<file path="src/rtl/lerf_pkg.sv">
// Shared types and constants for the lossy event ring FIFO.
// No dependencies; imported by lerf_ctrl and lossy_event_ring_fifo.
package lerf_pkg;

    // Field widths
    localparam int BUS_W    = 8;
    localparam int ACTION_W = 8;
    localparam int HDEPTH_W = 8;
    localparam int HPORT_W  = 8;
    localparam int SLOT_W   = 16;
    localparam int SEQ_W    = 48;
    localparam int STAMP_W  = 48;
    localparam int DROP_W   = 16;
    localparam int LIMIT_W  = 5;

    // Most entries one drain may pop
    localparam logic [LIMIT_W-1:0] MAX_DRAIN = LIMIT_W'(16);

    // Stream widths
    localparam int IN_DATA_W  = 104;
    localparam int OUT_DATA_W = 160;

    // Command codes carried on the input tuser
    localparam logic CMD_POST  = 1'b0;
    localparam logic CMD_DRAIN = 1'b1;

    // One stored ring entry
    typedef struct packed {
        logic [STAMP_W-1:0]  stamp_ms;
        logic [SEQ_W-1:0]    seq;
        logic [SLOT_W-1:0]   slot;
        logic [HPORT_W-1:0]  hub_link;
        logic [HDEPTH_W-1:0] hub_tier;
        logic [ACTION_W-1:0] action;
        logic [BUS_W-1:0]    bus;
    } entry_t;

    localparam int ENTRY_W = $bits(entry_t);

    // Sideband for one result word, from the sequencer to the output stage
    typedef struct packed {
        logic              issue;
        logic              empty_res;
        logic              last;
        logic [DROP_W-1:0] dropped;
    } pop_info_t;

endpackage

</file>
<file path="src/rtl/lerf_ram.sv">
// Simple dual-port synchronous RAM, one write and one read port,
// registered read data held while no read is issued. No dependencies.
module lerf_ram #(
    parameter int DEPTH = 16,
    parameter int AW    = 4,
    parameter int WIDTH = 144
) (
    input  logic             clk,
    input  logic             we,
    input  logic [AW-1:0]    waddr,
    input  logic [WIDTH-1:0] wdata,
    input  logic             re,
    input  logic [AW-1:0]    raddr,
    output logic [WIDTH-1:0] rdata
);

    logic [WIDTH-1:0] mem_reg [DEPTH];
    logic [WIDTH-1:0] rdata_reg;

    // Write port and registered read port
    always_ff @(posedge clk)
    begin
        if (we)
        begin
            mem_reg[waddr] <= wdata;
        end
        if (re)
        begin
            rdata_reg <= mem_reg[raddr];
        end
    end

    assign rdata = rdata_reg;

endmodule

</file>
<file path="src/rtl/lerf_ctrl.sv">
// Ring sequencer: head, fill count, sequence number and drop counter,
// plus the drain state machine that issues RAM reads. Uses lerf_pkg.
module lerf_ctrl #(
    parameter int RING_DEPTH = 16,
    parameter int AW         = 4,
    parameter int CW         = 5
) (
    input  logic                        clk,
    input  logic                        rst_n,
    input  logic                        in_valid,
    output logic                        in_ready,
    input  logic                        command,
    input  logic [lerf_pkg::LIMIT_W-1:0] drain_limit,
    input  logic                        slot_free,
    output logic                        mem_we,
    output logic [AW-1:0]               mem_waddr,
    output logic [lerf_pkg::SEQ_W-1:0]  post_seq,
    output logic                        mem_re,
    output logic [AW-1:0]               mem_raddr,
    output lerf_pkg::pop_info_t         pop
);
    import lerf_pkg::*;

    localparam int NW = (CW > LIMIT_W) ? CW : LIMIT_W;
    localparam int SW = AW + 1;

    localparam logic [1:0] ST_IDLE  = 2'd0;
    localparam logic [1:0] ST_DRAIN = 2'd1;
    localparam logic [1:0] ST_EMPTY = 2'd2;

    logic [1:0]         state_reg, state_next;
    logic [AW-1:0]      head_reg, head_next;
    logic [CW-1:0]      count_reg, count_next;
    logic [SEQ_W-1:0]   seq_reg, seq_next;
    logic [DROP_W-1:0]  drop_reg, drop_next;
    logic [LIMIT_W-1:0] remain_reg, remain_next;
    logic               first_reg, first_next;

    logic               full;
    logic [AW-1:0]      head_inc;
    logic [SW-1:0]      tail_sum;
    logic [AW-1:0]      tail_idx;
    logic [LIMIT_W-1:0] limit_sat;
    logic [NW-1:0]      pop_n;

    // Pointer arithmetic
    assign full     = (count_reg == CW'(RING_DEPTH));
    assign head_inc = (head_reg == AW'(RING_DEPTH - 1)) ? '0 : head_reg + 1'b1;
    assign tail_sum = SW'(head_reg) + SW'(count_reg);
    assign tail_idx = (tail_sum >= SW'(RING_DEPTH)) ? AW'(tail_sum - SW'(RING_DEPTH))
                                                    : AW'(tail_sum);

    // Entries this drain pops: min(saturated limit, fill count)
    assign limit_sat = (drain_limit > MAX_DRAIN) ? MAX_DRAIN : drain_limit;
    assign pop_n     = (NW'(limit_sat) < NW'(count_reg)) ? NW'(limit_sat) : NW'(count_reg);

    assign post_seq  = seq_reg;
    assign mem_raddr = head_reg;

    // Sequencer
    always_comb
    begin
        state_next  = state_reg;
        head_next   = head_reg;
        count_next  = count_reg;
        seq_next    = seq_reg;
        drop_next   = drop_reg;
        remain_next = remain_reg;
        first_next  = first_reg;
        in_ready    = 1'b0;
        mem_we      = 1'b0;
        mem_waddr   = tail_idx;
        mem_re      = 1'b0;
        pop         = '0;

        case (state_reg)
            ST_IDLE:
            begin
                in_ready = 1'b1;
                if (in_valid)
                begin
                    if (command == CMD_POST)
                    begin
                        mem_we   = 1'b1;
                        seq_next = seq_reg + 1'b1;
                        if (full)
                        begin
                            // overwrite oldest entry
                            mem_waddr = head_reg;
                            head_next = head_inc;
                            drop_next = drop_reg + 1'b1;
                        end
                        else
                        begin
                            count_next = count_reg + 1'b1;
                        end
                    end
                    else if (pop_n == '0)
                    begin
                        state_next = ST_EMPTY;
                    end
                    else
                    begin
                        remain_next = LIMIT_W'(pop_n);
                        first_next  = 1'b1;
                        state_next  = ST_DRAIN;
                    end
                end
            end

            ST_DRAIN:
            begin
                if (slot_free)
                begin
                    mem_re      = 1'b1;
                    head_next   = head_inc;
                    count_next  = count_reg - 1'b1;
                    remain_next = remain_reg - 1'b1;
                    first_next  = 1'b0;
                    pop.issue   = 1'b1;
                    pop.last    = (remain_reg == LIMIT_W'(1));
                    if (first_reg)
                    begin
                        pop.dropped = drop_reg;
                        drop_next   = '0;
                    end
                    if (remain_reg == LIMIT_W'(1))
                    begin
                        state_next = ST_IDLE;
                    end
                end
            end

            ST_EMPTY:
            begin
                if (slot_free)
                begin
                    pop.issue     = 1'b1;
                    pop.empty_res = 1'b1;
                    pop.last      = 1'b1;
                    state_next    = ST_IDLE;
                end
            end

            default:
            begin
                state_next = ST_IDLE;
            end
        endcase
    end

    // State registers
    always_ff @(posedge clk or negedge rst_n)
    begin
        if (!rst_n)
        begin
            state_reg  <= ST_IDLE;
            head_reg   <= '0;
            count_reg  <= '0;
            seq_reg    <= '0;
            drop_reg   <= '0;
            remain_reg <= '0;
            first_reg  <= 1'b0;
        end
        else
        begin
            state_reg  <= state_next;
            head_reg   <= head_next;
            count_reg  <= count_next;
            seq_reg    <= seq_next;
            drop_reg   <= drop_next;
            remain_reg <= remain_next;
            first_reg  <= first_next;
        end
    end

endmodule

</file>
<file path="src/rtl/lossy_event_ring_fifo.sv">
// Lossy event ring FIFO top level: stream ports, ring RAM, sequencer
// and the output stage. Uses lerf_pkg, lerf_ram and lerf_ctrl.
//
// Usage:
//   Input words arrive on s_axis_*. tuser selects post or drain. A post
//   stores one device event, stamped with a running 48-bit sequence number
//   and now_ms; on a full ring the oldest entry is overwritten and a
//   16-bit drop counter counts up. Posts may follow each other in every
//   cycle. A drain pops up to min(drain_limit, 16) of the oldest entries
//   on m_axis_*, tlast on the final word, the pending drop count on the
//   first word. A drain with nothing to pop gives one word with tuser set
//   and all data zero. A drain is registered into the sequencer state,
//   which then issues the RAM reads; words leave at one per cycle while
//   m_axis_tready is high, and the input is held until the final read
//   is issued.
//   The next item is taken while the last result word still waits.
//   Stalls: the RAM read register doubles as the output register and
//   holds its word until taken; no reads are issued meanwhile.
//   Reset: ring empty, sequence and drop counters zero, no output valid.
//   Ring contents are not cleared; only written entries are ever read.
module lossy_event_ring_fifo #(
    parameter int RING_DEPTH = 16
) (
    input  logic                            clk,
    input  logic                            rst_n,
    input  logic                            s_axis_tvalid,
    output logic                            s_axis_tready,
    // [7:0] bus_number, [15:8] event_action, [23:16] hub tier,
    // [31:24] hub link, [47:32] device_slot, [95:48] now_ms,
    // [100:96] drain_limit, [103:101] zero
    input  logic [lerf_pkg::IN_DATA_W-1:0]  s_axis_tdata,
    // [0] command
    input  logic [0:0]                      s_axis_tuser,
    output logic                            m_axis_tvalid,
    input  logic                            m_axis_tready,
    // [7:0] out_bus, [15:8] out_action, [23:16] popped hub tier,
    // [31:24] popped hub link, [47:32] out_slot, [95:48] event_seq,
    // [143:96] event_time_ms, [159:144] dropped_count
    output logic [lerf_pkg::OUT_DATA_W-1:0] m_axis_tdata,
    // [0] empty_res
    output logic [0:0]                      m_axis_tuser,
    output logic                            m_axis_tlast
);
    import lerf_pkg::*;

    localparam int AW = (RING_DEPTH > 1) ? $clog2(RING_DEPTH) : 1;
    localparam int CW = $clog2(RING_DEPTH + 1);

    logic              slot_free;
    logic              mem_we;
    logic              mem_re;
    logic [AW-1:0]     mem_waddr;
    logic [AW-1:0]     mem_raddr;
    logic [SEQ_W-1:0]  post_seq;
    entry_t            wr_entry;
    logic [ENTRY_W-1:0] rd_bits;
    entry_t            rd_entry;
    pop_info_t         pop;

    logic              out_valid_reg;
    logic              out_empty_reg;
    logic              out_last_reg;
    logic [DROP_W-1:0] out_drop_reg;

    // Unpack the posted event into a ring entry
    always_comb
    begin
        wr_entry.bus      = s_axis_tdata[7:0];
        wr_entry.action   = s_axis_tdata[15:8];
        wr_entry.hub_tier = s_axis_tdata[23:16];
        wr_entry.hub_link = s_axis_tdata[31:24];
        wr_entry.slot     = s_axis_tdata[47:32];
        wr_entry.stamp_ms = s_axis_tdata[95:48];
        wr_entry.seq      = post_seq;
    end

    lerf_ctrl #(
        .RING_DEPTH (RING_DEPTH),
        .AW         (AW),
        .CW         (CW)
    ) u_ctrl (
        .clk         (clk),
        .rst_n       (rst_n),
        .in_valid    (s_axis_tvalid),
        .in_ready    (s_axis_tready),
        .command     (s_axis_tuser[0]),
        .drain_limit (s_axis_tdata[100:96]),
        .slot_free   (slot_free),
        .mem_we      (mem_we),
        .mem_waddr   (mem_waddr),
        .post_seq    (post_seq),
        .mem_re      (mem_re),
        .mem_raddr   (mem_raddr),
        .pop         (pop)
    );

    lerf_ram #(
        .DEPTH (RING_DEPTH),
        .AW    (AW),
        .WIDTH (ENTRY_W)
    ) u_ram (
        .clk   (clk),
        .we    (mem_we),
        .waddr (mem_waddr),
        .wdata (wr_entry),
        .re    (mem_re),
        .raddr (mem_raddr),
        .rdata (rd_bits)
    );

    // Output stage: a new word may enter when empty or being taken
    assign slot_free = !out_valid_reg || m_axis_tready;

    always_ff @(posedge clk or negedge rst_n)
    begin
        if (!rst_n)
        begin
            out_valid_reg <= 1'b0;
        end
        else if (pop.issue)
        begin
            out_valid_reg <= 1'b1;
        end
        else if (m_axis_tready)
        begin
            out_valid_reg <= 1'b0;
        end
    end

    // Sideband of the word in flight; payload sits in the RAM read register
    always_ff @(posedge clk)
    begin
        if (pop.issue)
        begin
            out_empty_reg <= pop.empty_res;
            out_last_reg  <= pop.last;
            out_drop_reg  <= pop.dropped;
        end
    end

    // Pack the result word; an empty drain shows all-zero data
    assign rd_entry = rd_bits;

    always_comb
    begin
        m_axis_tdata = '0;
        if (!out_empty_reg)
        begin
            m_axis_tdata[7:0]     = rd_entry.bus;
            m_axis_tdata[15:8]    = rd_entry.action;
            m_axis_tdata[23:16]   = rd_entry.hub_tier;
            m_axis_tdata[31:24]   = rd_entry.hub_link;
            m_axis_tdata[47:32]   = rd_entry.slot;
            m_axis_tdata[95:48]   = rd_entry.seq;
            m_axis_tdata[143:96]  = rd_entry.stamp_ms;
            m_axis_tdata[159:144] = out_drop_reg;
        end
    end

    assign m_axis_tvalid   = out_valid_reg;
    assign m_axis_tuser[0] = out_empty_reg;
    assign m_axis_tlast    = out_last_reg;

endmodule

</file>
<file path="config.mk">
export PLATFORM = sky130hd
export DESIGN_NAME = lossy_event_ring_fifo
export DESIGN_NICKNAME = d
export VERILOG_FILES = /design/src/rtl/lerf_pkg.sv /design/src/rtl/lerf_ram.sv /design/src/rtl/lerf_ctrl.sv /design/src/rtl/lossy_event_ring_fifo.sv
export SDC_FILE = /design/constraint.sdc
export NUM_CORES = 2
export LEC_CHECK = 0
export BUFFER_PORTS_ARGS = -buffer_cell sky130_fd_sc_hd__buf_4
export CORE_UTILIZATION = 45
export CTS_CLUSTER_DIAMETER = 100
export DETAILED_ROUTE_END_ITERATION = 8
export PLACE_DENSITY = 0.67
export SKIP_LAST_GASP = 1
export SLEW_MARGIN = 20
export SYNTH_ARGS = -nofsm -noshare
export SYNTH_HDL_FRONTEND = slang
export SYNTH_HIERARCHICAL = 1
export SYNTH_SLANG_ARGS = --single-unit
</file>
<file path="constraint.sdc">
create_clock -name clk -period 20.7 [get_ports clk]
set_input_delay 4.14 -clock clk [delete_from_list [all_inputs] [get_ports clk]]
set_output_delay 4.14 -clock clk [all_outputs]
set_load 0.1 [all_outputs]
</file>
After elaboration in Yosys (flattened, before gate mapping)
Memories as Yosys holds them, arrays and structs flattened. A register that Yosys moved wholly into a read port is not among the register bits.
Index checks and enable logic that the tools add are counted.
{ "op_classes": {"magnitude_cmp": 3, "n_reduce_logical": 13, "mux": 57, "shift": 0, "div": 0, "bitwise_logic": 1, "eq_ne": 15, "n_mul": 0, "add_sub_neg": 8} }
{ "ops": {"columns": ["op", "count"], "rows": [
  ["$mux 160", 1],
  ["$mux 16", 6],
  ["$mux 5", 10],
  ["$add 48x1->48 const B", 1],
  ["$mux 4", 10],
  ["$pmux 16 s2", 1],
  ["$pmux 5 s2", 2],
  ["$reduce_and 5->1", 4],
  ["$mux 17", 1],
  ["$add 16x1->16 const B", 1],
  ["$mux 1", 14],
  ["$ne 2x2->1 const B", 7],
  ["$mux 2", 6],
  ["$sub 5x1->5 const B", 2],
  ["$pmux 4 s2", 1],
  ["$ne 2x1->1 const B", 3],
  ["$pmux 1 s2", 3],
  ["$pmux 2 s3", 1],
  ["$reduce_and 3->1", 2],
  ["$reduce_and 6->1", 1],
  ["$add 4x5->5", 1],
  ["$add 5x1->5 const B", 1],
  ["$eq 5x1->1 const B", 1],
  ["$eq 5x5->1 const B", 1],
  ["other kinds (15)", 16]
]} }
{ "totals": {"n_memories": 1, "rom_bits": 0, "ram_bits": 2304, "latchBits": 0, "ff_bits": 100, "word_cells": 109} }
{ "memory_table": {"columns": ["name", "depth", "width", "read_ports", "rd_clocked_by_memory_dff", "write_ports", "line_no", "source"], "rows": [
  ["u_ram.mem_reg", 16, 144, 1, 1, 1, "lerf_ram.sv:17", "logic [WIDTH-1:0] mem_reg [DEPTH];"]
]} }

Longest topological paths before layout
{ "depth": {"ltp_word": 9, "mapped_depth": 11} }

Hierarchy
Netlist, hierarchy kept.
{ "by_module_without_submodules": {"columns": ["module", "cells_per_inst", "area_per_inst_um2", "instances"], "rows": [
  ["lerf_ram", 3773, 90885.9, 1],
  ["lerf_ctrl", 456, 4403.0, 1],
  ["lossy_event_ring_fifo", 198, 1681.6, 1]
]} }

Worst setup path before layout
No wires, ideal clock.
{ "synth_timing": {"kind": "in2reg", "start": "input s_axis_tvalid", "end": "memory u_ram.mem_reg[0][0] (enable)", "setup_slack_ps": 4558, "arrival_ps": 15318, "stages": 8, "path_cell_list": "nor2b_1 and2_1 clkbuf_1 nand3_1 nor2_1 a21oi_1 or3b_2 nor3_1"} }
{ "synth_via": {"elab_chain_cells": 4} }
{ "synth_lines": {"columns": ["item", "line_no", "source"], "rows": [
  ["start: declaration", "lossy_event_ring_fifo.sv:26", "input logic s_axis_tvalid,"],
  ["$mux 1", "lerf_ctrl.sv:80", "if (in_valid)"],
  ["$mux 1", "lerf_ctrl.sv:76", "case (state_reg)"],
  ["named net mem_we", "lossy_event_ring_fifo.sv:50", "logic mem_we;"],
  ["$mux 1", "lerf_ram.sv:23", "if (we)"],
  ["$mux 1 (implied by the code)", "lerf_ram.sv:25", "mem_reg[waddr] <= wdata;"],
  ["end: declaration", "lerf_ram.sv:17", null]
]} }
The timed path passes the listed nets, and every way through them passes these cells.

Worst setup path in the final report
{ "layout_timing": {"start": "input s_axis_tuser", "end": "memory u_ram.mem_reg[15][127] (enable)"} }
{ "layout_via": {"elab_chain_cells": 5} }
{ "layout_lines": {"columns": ["item", "line_no", "source"], "rows": [
  ["start: declaration", "lossy_event_ring_fifo.sv:33", "input logic [0:0] s_axis_tuser,"],
  ["$mux 1", "lerf_ctrl.sv:82", "if (command == CMD_POST)"],
  ["$mux 1", "lerf_ctrl.sv:80", null],
  ["$mux 1", "lerf_ctrl.sv:76", null],
  ["named net mem_we", "lossy_event_ring_fifo.sv:50", null],
  ["$mux 1", "lerf_ram.sv:23", null],
  ["$mux 1 (implied by the code)", "lerf_ram.sv:25", null]
]} }
The timed path passes the listed nets, and every way through them passes these cells.

==> results_dict.tcl <==
set metrics [dict create \
    status "completed" \
    drv.max_cap_violation_count 0 \
    synth_async_sr_flop_share_pct 3.22 \
    setup_repair_after_global_routing_missed_its_margin "false" \
    post_cts_resize_count 0 \
    finalSetupViolations 0 \
    cp_num_buf_inv 4 \
    portBuffers 269 \
    layout.nets 4967 \
    synth_cell_type_count 58 \
    max_clock_freq_mhz 110 \
    finalWirelength_um 217000 \
    grt_max_degree 135 \
    numPlacedInstances 7398 \
    timing_worst_setup_path_type "input port to flop" \
    grt_pass1_wl_um 318000 \
    cts.repair_timing.setup_buffer_count 0 \
    postSynthRegisterBits 2548 \
    top_level_pins 273 \
    syn_nets 4556 \
    arrival_time_reported_for_the_critical_path_endpoint_ns 9.56 \
    start_util_pct 45.2 \
    layout_worst_path_cycle_share_pct 43.8 \
    critical_path.startpoint_type "input port" \
    clock_path_buffers 4 \
    peak_fanout_along_the_critical_path 50 \
    core.rowCount 170 \
    mostFrequentLayoutCell "edfxtp_1" \
    hold_buffers 0 \
    cts_buffers 275 \
    final_period_minus_worst_setup_slack_ns 9.06 \
    seq_area_um2 76100 \
    worst_path_most_repeated_cell "buf_4" \
    path_depth 10 \
    min-delay-path-class "flop to flop" \
    detailedRoute.firstPassIterationCount 7 \
    detail_route.iter0.violations 3890 \
    groute.layer.met1.usage_pct 27.3 \
    yosysWarningCount 6 \
    r2r_slack_ns 14.26 \
    setup.worst_path.end_class "flop" \
    wl_per_cell_um 27.6 \
    aggregate_global_route_resource_usage_pct 19.9 \
    rr_endpoint "u_ram/mem_reg[15][127]" \
    synth.yosys.seq_area_share_pct 78.5 \
    p_total_mw 16.0 \
    rr_worst_depth 8 \
    synth_enable_flop_cells 2466 \
    relative_slew_slack_pct 23.5 \
    gp_routability_congestion 0.746 \
    hold_violations 0 \
    critical_path_destination "u_ram/mem_reg[15][127]" \
    final_core_utilization_pct 51.6 \
    cts-htree-levels 5 \
    power_density_nw_per_um2 145 \
    global_route.usage.met2_pct 33.4 \
    clk_pin_slew_worst_paths_ns 0.06 \
    final_cell_mix "2466 x edfxtp_1, 536 x mux4_2, 343 x buf_4" \
    via_per_inst 5.84 \
    critPathTopFamily "buffers and inverters" \
    grt_pass1_vias 47800 \
    grt_util_met3_pct 3.39 \
    synth-main-ff-cell "edfxtp_1" \
    routed-via-count 45900 \
    area_delta_synth_final_pct 14.0 \
    grt_overflow 0 \
    layout-drive-gt1-share_pct 27.1 \
    hpwlAfterDp_um 112000 \
    cts_tree "built" \
    top_usage_layer "met2" \
    timing.critical_path.cells "buf_4, nor2b_1, and2_1, nand3_1, a21oi_1, nand2_1, nor2_4, buf_4, buf_4, buf_4" \
    vdd.ir_drop.worst_v 0.000157 \
    drt_drc_violations_left 0 \
    timing.hold.ws_ns 0.537 \
    syn-cell-area_um2 97000 \
    flip_flop_count_of_the_largest_register_after_layout 2304 \
    clock_skew_ns 0.0572 \
    cellLeakagePower_nw 36.7 \
    antenna_left 0 \
    timing.critical_path.slowest_cell_delay_ns 0.90 \
    worst-endpoint-required_ns 21.20 \
    worst_r2r_start "u_ctrl/mem_raddr[1]" \
    die-area_um2 217000 \
    slew_violations 0 \
    die_height_um 466 \
    synth_cells 4427 \
    grt_antenna_before_repair 26 \
    core_region_area_um2 214000 \
    cts_root_buf "clkbuf_16" \
    worst_slew_pin_slew_ns 1.14 \
    filler_cell_count 16600 \
    slowest_stage "buf_4" \
    worstSkewPairLatency_ns 0.92 \
    multiInputGateArea_um2 19800 \
    post_synth.cell_area_avg_um2 21.9 \
    die-width_um 466 \
    setup-tns-final_ns 0 \
    final-instance-count-excl-fill 7862 \
    startpoint "s_axis_tuser" \
    clock_sink_count 2548 \
]
worst min-delay path, stage by stage (launching register included):
cell     delay (ns)
dfrtp_1        0.35
xor2_1         0.07
nor2_1         0.07
power breakdown:
part / leakage, nW / switching (mW) / internal [mW]
Combinational: 8.12 / 3.30 / 1.60
Sequential: 24.6 / 0.293 / 6.33
Clock: 3.99 / 1.88 / 2.62
cell families (layout without fill, tap and decap cells):
family          after synthesis  in the layout  share of synthesized area, %
flops                      2548           2548                          78.5
mux                         643            643                          13.7
simple gates                537            537                          2.95
compound gates              370            370                          2.79
buf+inv                     246            838                          1.28
xor+xnor                     63             63                         0.569
fa+ha+maj                    20             20                         0.274
other cells                   0              5                             0
how the worst min path moves through the flow:
stage                                    start              endpoint  slack, ns  cells after the start
final                      u_ctrl/drop_reg[15]   u_ctrl/drop_reg[15]       0.54                      2
after global routing       u_ctrl/drop_reg[15]   u_ctrl/drop_reg[15]       0.59                      2
after CTS                  u_ctrl/drop_reg[15]   u_ctrl/drop_reg[15]       0.54                      2
after detailed placement   u_ctrl/drop_reg[15]   u_ctrl/drop_reg[15]       0.52                      2
after global placement    u_ctrl/remain_reg[4]  u_ctrl/remain_reg[4]       0.52                      1
after floorplan            u_ctrl/drop_reg[15]   u_ctrl/drop_reg[15]       0.50                      2
metrics by stage:
| stage | worst slack (ns) | cell area [um^2] |
|---|---|---|
| 2_1_floorplan | 4.56 | 97000 |
| 3_3_place_gp | 10.95 | 102000 |
| 3_5_place_dp | 10.82 | 102000 |
| 4_1_cts | 11.73 | 111000 |
| 5_1_grt | 11.49 | 111000 |
| 6_report | 11.64 | 111000 |
synth_stat cells, drive strengths merged, types with 2 or more instances:
library cell,n,area (um^2)
xnor2,40,350
buf,126,788
mux4,536,12100
mux2,78,878
xor2,23,201
nor2b,179,1120
or3,10,67.6
nand2b,22,138
o211ai,2,15.0
nor4b,2,17.5
o22ai,2,12.5
a2bb2oi,2,17.5
and4,5,43.8
ha,18,225
o221ai,28,245
a21oi,24,120
and3,7,43.8
nor4,3,33.8
o22a,6,52.6
nor2,51,194
a41oi,3,26.3
nand3b,2,15.0
mux2i,29,290
and2,20,125
and2b,18,135
or2,3,18.8
inv,23,86.3
edfxtp,2466,74100
dfrtp,82,2050
nand4,9,56.3
clkbuf,97,365
a22o,2,17.5
a21o,6,45.0
nand2,161,604
nor3,14,75.1
or3b,2,17.5
a22oi,242,1820
nand3,25,125
fa,2,40.0
o21ai,34,170
a221oi,16,140
final cells by class:
cell class                      instances  share of cell area (%)
Tap cell                             2838                    3.21
Timing Repair Buffer                  357                    2.59
Sequential cell                      2548                    68.9
Multi-Input combinational cell       1633                    17.9
Antenna cell                            5                  0.0113
Clock buffer                          350                    6.64
Clock inverter                        108                   0.724
Inverter                               23                  0.0849
per-layer routing:
metal  wire length [um]  vias up
li1                   -    19200
met1              89900    24800
met2             109000     1450
met3              13400      371
met4               4410       28
met5                185        -
No activity file was read; power rests on OpenSTA's default activity.
